`config.mk`:
```
export PLATFORM = sky130hd
export DESIGN_NAME = heater_fan_mode_sequencer_top
export DESIGN_NICKNAME = d
export VERILOG_FILES = /design/src/design/hfm_pkg.sv /design/src/design/heater_fan_mode_sequencer_top.sv
export VERILOG_INCLUDE_DIRS = /design/src /design/src/design
export SDC_FILE = /design/constraint.sdc
export NUM_CORES = 1
export LEC_CHECK = 0
export ABC_AREA = 1
export BUFFER_PORTS_ARGS = -buffer_cell sky130_fd_sc_hd__buf_2
export CORE_AREA = 2 2 271 273
export DETAILED_ROUTE_END_ITERATION = 12
export DIE_AREA = 0 0 273 275
export GPL_ROUTABILITY_DRIVEN = 0
export HOLD_SLACK_MARGIN = 0.08
export SLEW_MARGIN = 20
export SYNTH_ARGS = -nofsm -noshare
export SYNTH_HDL_FRONTEND = slang
export SYNTH_SLANG_ARGS = --single-unit
```
`constraint.sdc`:
```
create_clock -name clk -period 3.7 [get_ports clk]
set_clock_uncertainty 0.05 [all_clocks]
set_input_delay 0.185 -clock clk [delete_from_list [all_inputs] [get_ports clk]]
set_output_delay 0.185 -clock clk [all_outputs]
set_load 0.01 [all_outputs]
```
`src/design/heater_fan_mode_sequencer_top_defines.svh`:
```
// ----------------------------------------------------------------------------
// Heater fan mode sequencer assertion macros
// Shared property shapes for the concurrent checks in the top level.
// ----------------------------------------------------------------------------
`ifndef HEATER_FAN_MODE_SEQUENCER_TOP_DEFINES_SVH
`define HEATER_FAN_MODE_SEQUENCER_TOP_DEFINES_SVH

// The consequent holds in the same cycle as the antecedent.
`define HFM_ASSERT_SAME(label, clk, rst_n, ante, cons) \
    label: assert property (@(posedge clk) disable iff (!rst_n) (ante) |-> (cons)) \
        else $error("heater fan sequencer check failed");

// The consequent holds in the cycle after the antecedent.
`define HFM_ASSERT_NEXT(label, clk, rst_n, ante, cons) \
    label: assert property (@(posedge clk) disable iff (!rst_n) (ante) |=> (cons)) \
        else $error("heater fan sequencer check failed");

`endif

```
`src/design/hfm_pkg.sv`:
```
// ----------------------------------------------------------------------------
// Heater fan mode sequencer package
// Request and result types, key codes, register indexes and state layout.
// ----------------------------------------------------------------------------
package hfm_pkg;

    localparam int CountWidth = 16;
    localparam int HoldWidth  = 2;
    localparam int CfgIdxWidth = 3;

    localparam logic [2:0] KEY_STANDBY = 3'd0;
    localparam logic [2:0] KEY_LAMP    = 3'd1;
    localparam logic [2:0] KEY_HEATER  = 3'd2;
    localparam logic [2:0] KEY_FAN     = 3'd3;
    localparam logic [2:0] KEY_VENT    = 3'd4;

    localparam logic MODE_TICK = 1'b0;
    localparam logic MODE_KEY  = 1'b1;

    localparam logic [CfgIdxWidth-1:0] CFG_FAN_RUN     = 3'd0;
    localparam logic [CfgIdxWidth-1:0] CFG_VENT_RUN    = 3'd1;
    localparam logic [CfgIdxWidth-1:0] CFG_HEATER_RUN  = 3'd2;
    localparam logic [CfgIdxWidth-1:0] CFG_LAMP_RUN    = 3'd3;
    localparam logic [CfgIdxWidth-1:0] CFG_FAN_DELAY   = 3'd4;
    localparam logic [CfgIdxWidth-1:0] CFG_VENT_DELAY  = 3'd5;
    localparam logic [CfgIdxWidth-1:0] CFG_HEATER_DELAY = 3'd6;
    localparam logic [CfgIdxWidth-1:0] CFG_FAN_RUNON   = 3'd7;

    localparam int BIT_FAN    = 0;
    localparam int BIT_VENT   = 1;
    localparam int BIT_HEATER = 2;
    localparam int BIT_LAMP   = 3;

    localparam logic [HoldWidth-1:0] STANDBY_HOLD_TICKS = 2'd2;

    typedef logic [CountWidth-1:0] count_t;

    typedef struct packed {
        logic       mode;
        logic [2:0] key_code;
    } hfm_in_t;

    typedef struct packed {
        logic fan_relay;
        logic vent_relay;
        logic heater_relay;
        logic lamp_relay;
        logic fan_led;
        logic vent_led;
        logic heater_led;
        logic lamp_led;
        logic standby_led;
        logic beep;
    } hfm_out_t;

    typedef struct packed {
        count_t fan_run_ticks;
        count_t vent_run_ticks;
        count_t heater_run_ticks;
        count_t lamp_run_ticks;
        count_t fan_start_delay;
        count_t vent_start_delay;
        count_t heater_start_delay;
        count_t fan_runon_ticks;
    } hfm_cfg_t;

    typedef struct packed {
        count_t                fan_left;
        count_t                vent_left;
        count_t                heater_left;
        count_t                lamp_left;
        count_t                fan_wait;
        count_t                vent_wait;
        count_t                heater_wait;
        count_t                runon_left;
        logic [HoldWidth-1:0]  standby_hold;
        logic [3:0]            relay_bits;
        logic [3:0]            last_running;
    } hfm_state_t;

endpackage

```
`src/design/heater_fan_mode_sequencer_top.sv`:
```
// ----------------------------------------------------------------------------
// Heater fan mode sequencer
// Five-key controller for fan, vent, heater and lamp relays with run timers,
// start delays, heater fan run-on and a standby indicator hold.
// ----------------------------------------------------------------------------
//  channel   direction   signals
//  in        request     in_valid, in_ready, in_data (mode, key_code)
//  out       result      out_valid, out_ready, out_data (relays, LEDs, beep)
//  cfg       write       cfg_valid, cfg_ready, cfg_index, cfg_data
//
//  A request is registered, then processed into the result register.
//  One request per cycle is taken while the result is not stalled.
//  A stalled result holds the processing stage; the stage then holds the input.
//  Reset restores the register defaults and clears all timers and relays.
`include "heater_fan_mode_sequencer_top_defines.svh"

module heater_fan_mode_sequencer_top
    import hfm_pkg::*;
(
    input  logic                   clk,
    input  logic                   rst_n,
    input  logic                   in_valid,
    output logic                   in_ready,
    input  hfm_in_t                in_data,
    output logic                   out_valid,
    input  logic                   out_ready,
    output hfm_out_t               out_data,
    input  logic                   cfg_valid,
    output logic                   cfg_ready,
    input  logic [CfgIdxWidth-1:0] cfg_index,
    input  logic [CountWidth-1:0]  cfg_data
);

    hfm_cfg_t   cfg_reg;
    hfm_state_t state_reg;
    hfm_state_t state_next;
    hfm_in_t    stage_data_reg;
    logic       stage_valid_reg;
    hfm_out_t   out_data_reg;
    hfm_out_t   out_data_next;
    logic       out_valid_reg;
    logic       advance;
    logic       process;

    assign advance   = !out_valid_reg || out_ready;
    assign process   = stage_valid_reg && advance;
    assign in_ready  = !stage_valid_reg || advance;
    assign cfg_ready = 1'b1;
    assign out_valid = out_valid_reg;
    assign out_data  = out_data_reg;

    always_ff @(posedge clk or negedge rst_n)
    begin
        if (!rst_n)
        begin
            cfg_reg.fan_run_ticks      <= 16'd900;
            cfg_reg.vent_run_ticks     <= 16'd900;
            cfg_reg.heater_run_ticks   <= 16'd900;
            cfg_reg.lamp_run_ticks     <= 16'd900;
            cfg_reg.fan_start_delay    <= 16'd2;
            cfg_reg.vent_start_delay   <= 16'd2;
            cfg_reg.heater_start_delay <= 16'd1;
            cfg_reg.fan_runon_ticks    <= 16'd30;
        end
        else if (cfg_valid)
        begin
            unique case (cfg_index)
                CFG_FAN_RUN:      cfg_reg.fan_run_ticks      <= cfg_data;
                CFG_VENT_RUN:     cfg_reg.vent_run_ticks     <= cfg_data;
                CFG_HEATER_RUN:   cfg_reg.heater_run_ticks   <= cfg_data;
                CFG_LAMP_RUN:     cfg_reg.lamp_run_ticks     <= cfg_data;
                CFG_FAN_DELAY:    cfg_reg.fan_start_delay    <= cfg_data;
                CFG_VENT_DELAY:   cfg_reg.vent_start_delay   <= cfg_data;
                CFG_HEATER_DELAY: cfg_reg.heater_start_delay <= cfg_data;
                CFG_FAN_RUNON:    cfg_reg.fan_runon_ticks    <= cfg_data;
                default:          cfg_reg <= cfg_reg;
            endcase
        end
    end

    always_comb
    begin
        hfm_state_t s;
        logic [3:0] run;
        logic [3:0] rise;
        logic [3:0] fall;
        logic       standby;
        logic       beep;

        s    = state_reg;
        beep = 1'b0;

        if (stage_data_reg.mode == MODE_TICK)
        begin
            if (s.fan_left != '0)
            begin
                s.fan_left = s.fan_left - 16'd1;
            end
            if (s.vent_left != '0)
            begin
                s.vent_left = s.vent_left - 16'd1;
            end
            if (s.heater_left != '0)
            begin
                s.heater_left = s.heater_left - 16'd1;
                if (s.heater_left == '0)
                begin
                    s.runon_left = cfg_reg.fan_runon_ticks;
                end
            end
            if (s.lamp_left != '0)
            begin
                s.lamp_left = s.lamp_left - 16'd1;
            end
            if (s.standby_hold != '0)
            begin
                s.standby_hold = s.standby_hold - 2'd1;
            end
            if (s.fan_wait != '0)
            begin
                s.fan_wait = s.fan_wait - 16'd1;
                if (s.fan_wait == '0)
                begin
                    s.relay_bits[BIT_FAN] = 1'b1;
                end
            end
            if (s.vent_wait != '0)
            begin
                s.vent_wait = s.vent_wait - 16'd1;
                if (s.vent_wait == '0)
                begin
                    s.relay_bits[BIT_VENT] = 1'b1;
                end
            end
            if (s.heater_wait != '0)
            begin
                s.heater_wait = s.heater_wait - 16'd1;
                if (s.heater_wait == '0)
                begin
                    s.relay_bits[BIT_HEATER] = 1'b1;
                end
            end
            if (s.runon_left != '0)
            begin
                s.runon_left = s.runon_left - 16'd1;
                if (s.runon_left == '0)
                begin
                    s.relay_bits[BIT_FAN] = 1'b0;
                end
            end
        end
        else
        begin
            beep = (stage_data_reg.key_code <= KEY_VENT);
            unique case (stage_data_reg.key_code)
                KEY_STANDBY:
                begin
                    s.fan_left  = '0;
                    s.fan_wait  = '0;
                    s.vent_left = '0;
                    s.vent_wait = '0;
                    if (s.heater_left != '0)
                    begin
                        if (s.heater_wait != '0)
                        begin
                            s.heater_wait = '0;
                            s.runon_left  = 16'd1;
                        end
                        else
                        begin
                            s.runon_left = cfg_reg.fan_runon_ticks;
                        end
                    end
                    s.heater_left  = '0;
                    s.lamp_left    = '0;
                    s.standby_hold = STANDBY_HOLD_TICKS;
                end
                KEY_LAMP:
                begin
                    if (s.lamp_left != '0)
                    begin
                        s.lamp_left = '0;
                    end
                    else
                    begin
                        s.standby_hold = '0;
                        s.lamp_left    = cfg_reg.lamp_run_ticks;
                    end
                end
                KEY_HEATER:
                begin
                    if (s.heater_left != '0)
                    begin
                        if (s.heater_wait != '0)
                        begin
                            s.heater_wait = '0;
                            s.runon_left  = 16'd1;
                        end
                        else
                        begin
                            s.runon_left = cfg_reg.fan_runon_ticks;
                        end
                        s.heater_left = '0;
                    end
                    else
                    begin
                        s.standby_hold = '0;
                        s.heater_left  = cfg_reg.heater_run_ticks;
                        if (s.fan_left == '0)
                        begin
                            s.heater_wait = cfg_reg.heater_start_delay;
                        end
                        s.fan_left  = '0;
                        s.fan_wait  = '0;
                        s.vent_left = '0;
                        s.vent_wait = '0;
                    end
                end
                KEY_FAN:
                begin
                    if (s.fan_left != '0)
                    begin
                        s.fan_left = '0;
                        s.fan_wait = '0;
                    end
                    else
                    begin
                        s.standby_hold = '0;
                        s.fan_left     = cfg_reg.fan_run_ticks;
                        s.heater_wait  = '0;
                        s.runon_left   = '0;
                        s.heater_left  = '0;
                        if (s.vent_left != '0)
                        begin
                            s.vent_left = '0;
                            s.vent_wait = '0;
                            s.fan_wait  = cfg_reg.fan_start_delay;
                        end
                    end
                end
                KEY_VENT:
                begin
                    if (s.vent_left != '0)
                    begin
                        s.vent_left = '0;
                        s.vent_wait = '0;
                    end
                    else
                    begin
                        s.standby_hold = '0;
                        s.vent_left    = cfg_reg.vent_run_ticks;
                        if (s.fan_left != '0)
                        begin
                            s.fan_left  = '0;
                            s.fan_wait  = '0;
                            s.vent_wait = cfg_reg.vent_start_delay;
                        end
                        if (s.heater_left != '0)
                        begin
                            s.heater_wait = '0;
                            s.runon_left  = 16'd1;
                            s.heater_left = '0;
                            s.vent_wait   = cfg_reg.vent_start_delay;
                        end
                    end
                end
                default:
                begin
                    s = s;
                end
            endcase
        end

        run[BIT_FAN]    = (s.fan_left != '0);
        run[BIT_VENT]   = (s.vent_left != '0);
        run[BIT_HEATER] = (s.heater_left != '0);
        run[BIT_LAMP]   = (s.lamp_left != '0);

        standby = (run == 4'd0) || (s.standby_hold != '0);
        rise    = run & ~s.last_running;
        fall    = s.last_running & ~run;

        if (rise[BIT_HEATER])
        begin
            s.relay_bits[BIT_FAN] = 1'b1;
            if (s.heater_wait == '0)
            begin
                s.relay_bits[BIT_HEATER] = 1'b1;
            end
        end
        else if (fall[BIT_HEATER])
        begin
            s.relay_bits[BIT_HEATER] = 1'b0;
        end

        if (rise[BIT_VENT])
        begin
            if (s.vent_wait == '0)
            begin
                s.relay_bits[BIT_VENT] = 1'b1;
            end
        end
        else if (fall[BIT_VENT])
        begin
            s.relay_bits[BIT_VENT] = 1'b0;
        end

        if (rise[BIT_FAN])
        begin
            if (s.fan_wait == '0)
            begin
                s.relay_bits[BIT_FAN] = 1'b1;
            end
        end
        else if (fall[BIT_FAN])
        begin
            if (s.heater_left == '0)
            begin
                s.relay_bits[BIT_FAN] = 1'b0;
            end
        end

        if (rise[BIT_LAMP])
        begin
            s.relay_bits[BIT_LAMP] = 1'b1;
        end
        else if (fall[BIT_LAMP])
        begin
            s.relay_bits[BIT_LAMP] = 1'b0;
        end

        if (rise != 4'd0)
        begin
            standby = 1'b0;
        end
        s.last_running = run;

        state_next = s;

        out_data_next.fan_relay    = s.relay_bits[BIT_FAN];
        out_data_next.vent_relay   = s.relay_bits[BIT_VENT];
        out_data_next.heater_relay = s.relay_bits[BIT_HEATER];
        out_data_next.lamp_relay   = s.relay_bits[BIT_LAMP];
        out_data_next.fan_led      = run[BIT_FAN];
        out_data_next.vent_led     = run[BIT_VENT];
        out_data_next.heater_led   = run[BIT_HEATER];
        out_data_next.lamp_led     = run[BIT_LAMP];
        out_data_next.standby_led  = standby;
        out_data_next.beep         = beep;
    end

    always_ff @(posedge clk or negedge rst_n)
    begin
        if (!rst_n)
        begin
            stage_valid_reg <= 1'b0;
            out_valid_reg   <= 1'b0;
            state_reg       <= '{last_running: 4'hF, default: '0};
        end
        else
        begin
            if (in_ready)
            begin
                stage_valid_reg <= in_valid;
            end
            if (process)
            begin
                state_reg     <= state_next;
                out_valid_reg <= 1'b1;
            end
            else if (out_ready)
            begin
                out_valid_reg <= 1'b0;
            end
        end
    end

    always_ff @(posedge clk)
    begin
        if (in_ready && in_valid)
        begin
            stage_data_reg <= in_data;
        end
        if (process)
        begin
            out_data_reg <= out_data_next;
        end
    end

    `HFM_ASSERT_NEXT(a_stage_holds, clk, rst_n, stage_valid_reg && !advance, stage_valid_reg)
    `HFM_ASSERT_SAME(a_ready_when_empty, clk, rst_n, !out_valid_reg, in_ready)
    `HFM_ASSERT_NEXT(a_result_follows, clk, rst_n, process, out_valid_reg)
    `HFM_ASSERT_NEXT(a_fan_led_state, clk, rst_n, process,
        out_data_reg.fan_led == (state_reg.fan_left != '0))

endmodule

```
=== Yosys cells after proc, flatten, opt, wreduce, memory -nomap -nowiden ===
Cells that the tools add are included.
Widths: inputs -> output; s select.

* Add/subtract/negate cells: 9
* Magnitude comparators: 1
* Equal/unequal tests: 17
* Multiplexer cells: 69
* Bitwise operators: 4
* Reduce and logical (&&, ||, !) cells: 45

{| class="wikitable"
|+ Operators with widths
! cell !! number
|-
| $mux 16 || 28
|-
| $pmux 64 s4 || 1
|-
| $mux 32 || 6
|-
| $pmux 48 s4 || 1
|-
| $reduce_bool 16->1 || 12
|-
| $logic_not 16->1 || 10
|-
| $mux 130 || 1
|-
| $sub 16x1->16 const B || 8
|-
| $mux 50 || 1
|-
| $mux 48 || 1
|-
| $mux 34 || 1
|-
| $pmux 16 s2 || 1
|-
| $mux 1 || 23
|-
| $reduce_and 2->1 || 8
|-
| $eq 3x3->1 const B || 5
|-
| $ne 3x3->1 const B || 5
|-
| $eq 3x2->1 const B || 4
|-
| $pmux 2 s5 || 1
|-
| $and 4x4->4 || 2
|-
| $not 4->4 || 2
|-
| $reduce_and 7->1 || 1
|-
| $eq 3x1->1 const B || 2
|-
| $logic_not 3->1 || 2
|-
| $mux 2 || 3
|-
| other kinds (10) || 16
|}

* Bits in registers: 282
* Input port bits: 28
* Output and inout bits: 13

=== Depth between registers and ports, before layout ===
* Depth in word-level cells: 14
* Depth in mapped cells: 28

=== Worst setup path after synthesis ===
OpenSTA, ideal clock, no wires.

* Path type: reg-to-reg
* Start: register state_reg[90] (netlist name)
* End: register out_data_reg (netlist bit out_data[9]) (data pin)
* Setup time: 0.255 ns
* Data arrival time: 2.941 ns
* Data required time: 3.395 ns
* Setup slack: 0.454 ns
* Stages on the path, launching flop included: 25
* Path buffers: 1
* Period minus slack after synthesis: 3.246 ns
* Path through: dfrtp_1 > inv_1 > ha_1 > nand2_2 > nor2_1 > nor2_1 > nor2_1 > nand3_2 > nor2_4 > nand3_4 > buf_6 > nand2_1 > nand2_2 > ha_1 > nand2_1 > nor2_4 > nand3_4 > nand2_1 > nand2_1 > nand3_1 > nor2_1 > nand2_1 > nand2_1 > nand2_1 > and2_1

{| class="wikitable"
|+ RTL lines
! item !! RTL line !! RTL
|-
| start: declaration || heater_fan_mode_sequencer_top.sv:35 || <nowiki>hfm_state_t state_reg;</nowiki>
|-
| start signal: assignment || heater_fan_mode_sequencer_top.sv:368 || <nowiki>state_reg <= state_next;</nowiki>
|-
| end signal: assignment || heater_fan_mode_sequencer_top.sv:386 || <nowiki>out_data_reg <= out_data_next;</nowiki>
|-
| end: declaration || heater_fan_mode_sequencer_top.sv:39 || <nowiki>hfm_out_t out_data_reg;</nowiki>
|}

==> impl_metrics.yaml <==
sta:
  relSlewSlack_pct: 30.8
  max_freq_mhz: 282
  min_period_ps: 3550
  setup_viol: 0
  tightest_slew_ps: 1040
  final-max-slew-violation-count: 0
  fin_crit_sh_pct: 95.8
  finalHoldViolations: 0
  tns_ps: 0
  rsz0062_at_grt: "true"
pwr:
  p_seq_share_pct: 28.9
  p_comb_share_pct: 50.0
  power.density_nw_per_um2: 791
  leakage_nw: 9.88
  p_sw_share_pct: 45.7
  p_sw_w: 0.00769
  peakVddDrop_mv: 0.351
  internal_power_w: 0.00914
  clkPwrFrac_pct: 21.1
detailed_routing:
  antenna_left: 0
  drt_wl_total_um: 60100
  wl_per_cell_um: 16.5
  vias: 17744
  drt_first_pass_iters: 7
  drt_iter0_drc: 1776
  via_per_inst: 4.88
  drc_errors: 0
synth:
  synth_edf_count: 14
  yosys.area.top_type: "dfrtp_1"
  ys_async_sr_fraction_pct: 95.0
  synth_area_leaders: "dfrtp_1 (34%), nand2_1 (15%), o21ai_0 (9.7%)"
  syn_nets: 2594
  yosysWarnings: 0
  syn-cell-area_um2: 17900
  ys_seq_area_share_pct: 40.0
  yosysUniqueCellTypes: 63
  ys_ff_latch: 282
  synth_top_area_share_pct: 33.7
  synthFlopType: "dfrtp_1"
  synthCells: 2547
  syn_area_per_cell_um2: 7.04
min_path:
  min_path_type: "input port to async pin"
placed_design:
  place_inst: 3546
  dp_hpwl_um: 42700
  io_buffers: 39
global_routing:
  grt_overflow: 0
  grt_max_degree: 103
  antenna_found_initial: 2
  grt_pass1_vias: 16593
  grt_usage_pct: 15.9
  grt_first_pass_wirelength_um: 94900
clock_tree:
  numCtsBuffers: 36
  tritoncts: "built"
  cts-root-buf: "clkbuf_16"
  cts.sinks: 282
  clk_latency_ps: 560
  cts_buffer_depth: 3
  cts.clk_slew.worst_paths_ps: 60
  h-tree-depth: 2
setup_path:
  cp_max_fo: 13
  cp.required_ps: 3970
  critPathKind: "flip-flop to flip-flop"
  crit_arrival_ps: 3810
  worstSetupEndpointType: "flip-flop"
  worstSetupStartpointType: "flip-flop"
flow_run:
  maxCapViolations: 0
floorplan:
  die_w_um: 273
  initial_utilization_pct: 24.8
  coreArea_um2: 72300
  die_h_um: 275
  die-area_um2: 75100
  rows: 99
  ioPinCount: 41
outcome:
  status: "finished clean"
cells_and_area:
  layout-drive-gt1-share_pct: 12.2
  final_cells: 3639
  diodes: 0
  area_delta_synth_final_pct: 18.7
  nets: 2700
  largest_reg_flops: 138
layer usage:
metal | track usage, % | share of wire [%] | up-vias | routed length (um)
met4 | 4.33 | 2.3 | 0 | 1380
met2 | 24.6 | 43 | 583 | 26100
li1 | - | - | 8670 | -
met1 | 22.8 | 47 | 8398 | 28500
met5 | 0 | 0 | - | 0
met3 | 2.59 | 6.9 | 93 | 4120
final timing paths:
path,cells after the start,to,slack (ps),startpoint
max in group asynchronous,3,cfg_reg[88]$_DFFE_PN1P_,2490,rst_n
worst min-delay path,2,cfg_reg[100]$_DFFE_PN0P_,190,rst_n
min in group clk,6,cfg_reg[2]$_DFFE_PN1P_,250,cfg_index[2]
worst max-delay path,23,out_data[9]$_DFFE_PP_,150,state_reg[90]$_DFFE_PN0P_
worst max register to register,23,out_data[9]$_DFFE_PP_,150,state_reg[90]$_DFFE_PN0P_
worst min register to register,2,cfg_reg[46]$_DFFE_PN0P_,430,cfg_reg[46]$_DFFE_PN0P_
logic make-up (layout without fill, tap and decap cells):
logic type | Yosys count | after routing | share of synthesized area (%)
other | 1 | 1 | 0.0209
XOR/XNOR | 52 | 52 | 2.54
AND/OR/NAND/NOR | 1271 | 1271 | 30.7
adder cells (fa/ha/maj) | 19 | 19 | 1.33
flip-flops | 282 | 282 | 40.0
AO/OA/AOI/OAI | 556 | 556 | 17.5
buffers and inverters | 366 | 499 | 7.97
cell type report:
class / count / area [um^2]
clock buffers: 47 / 993
clock inverters: 18 / 179
fillers: 7969 / 51100
inverters: 261 / 987
multi-input cells: 1899 / 9400
flip-flops and latches: 282 / 7160
well taps: 959 / 1200
repair buffers: 173 / 1350
power groups by stage:
| stage | logic [W] | clock network, W | registers [W] |
|---|---|---|---|
| after floorplan | 0.00587 | 0 | 0.00467 |
| after global placement | 0.00814 | 0 | 0.00488 |
| after detailed placement | 0.00815 | 0 | 0.00488 |
| after CTS | 0.00821 | 0.00362 | 0.00484 |
| after global routing | 0.00945 | 0.00376 | 0.00500 |
| final | 0.00841 | 0.00355 | 0.00486 |
placed cells by master, fill, tap and decap left out, types with 21 or more instances in the layout:
master         synthesis  final
nor3_1                39     38
buf_2                 10     38
o21ai_0              348    347
a22oi_1               25     25
buf_4                  3    104
nor2_1               231    224
xor2_1                51     51
nand3_1              156    155
nand2_1              726    722
nand4_1               37     37
clkbuf_16              0     37
dfrtp_1              241    240
dfstp_2               27     27
o211ai_1              21     21
inv_1                244    240
a21oi_1               64     63
dlygate4sd3_1          0     23
a31oi_1               26     26
critical path, cell delays in order (launching register included):
cell,delay [ps]
dfrtp_1,380
inv_1,160
ha_4,190
inv_1,60
nand2_1,70
nand3_1,100
clkinv_1,60
nand3_1,60
nor2_1,150
nand2_1,110
nor2_4,140
buf_6,180
nand4_2,110
nand2_2,130
ha_2,230
nand3_2,120
nor2_4,150
xor2_1,210
nand3_1,100
nor2_1,120
nand2_1,140
nand2_1,90
nand2_1,60
and2_1,130
synth_stat cells (4+ instances only):
library cell,number
o2111ai_1,5
o221ai_1,4
dfstp_2,27
nand3_1,156
inv_2,15
a22oi_1,25
ha_1,19
o31ai_1,6
buf_1,11
nand4_1,37
inv_1,244
nand2_1,726
buf_6,4
a31oi_1,26
o211ai_1,21
nor4_1,16
a211oi_1,5
nor3b_1,5
o21ai_1,8
dfrtp_1,241
nor2_4,11
o21a_1,4
o22ai_1,8
a32oi_1,4
o311ai_0,5
a21oi_1,64
nor3_1,39
o21ai_0,348
nor2_2,15
nor2_1,231
o32ai_1,7
buf_2,10
xor2_1,51
edfxtp_1,14
nand2_2,12
clkbuf_1,77
what timing repair did:
| action | CTS | global route |
|---|---|---|
| endpoints found under the setup margin | 0 | 13 |
| hold buffers | 23 | 0 |
| buffers inserted | 0 | 5 |
| resized for setup | 0 | 22 |
| endpoints found under the hold margin | 100 | 0 |
per-stage QoR:
step	power [W]	hold slack, ps	area, um^2	setup WS [ps]	utilization (%)
2_1_floorplan	0.0105	-161	17900	454	-
3_3_place_gp	0.0130	201	19800	168	27.3
4_1_cts	0.0167	214	21200	121	29.3
6_report	0.0168	189	21300	154	29.4
3_5_place_dp	0.0130	203	19800	134	27.3
5_1_grt	0.0182	243	21300	-72.0	29.4
No activity file was read; power rests on OpenSTA's default activity.
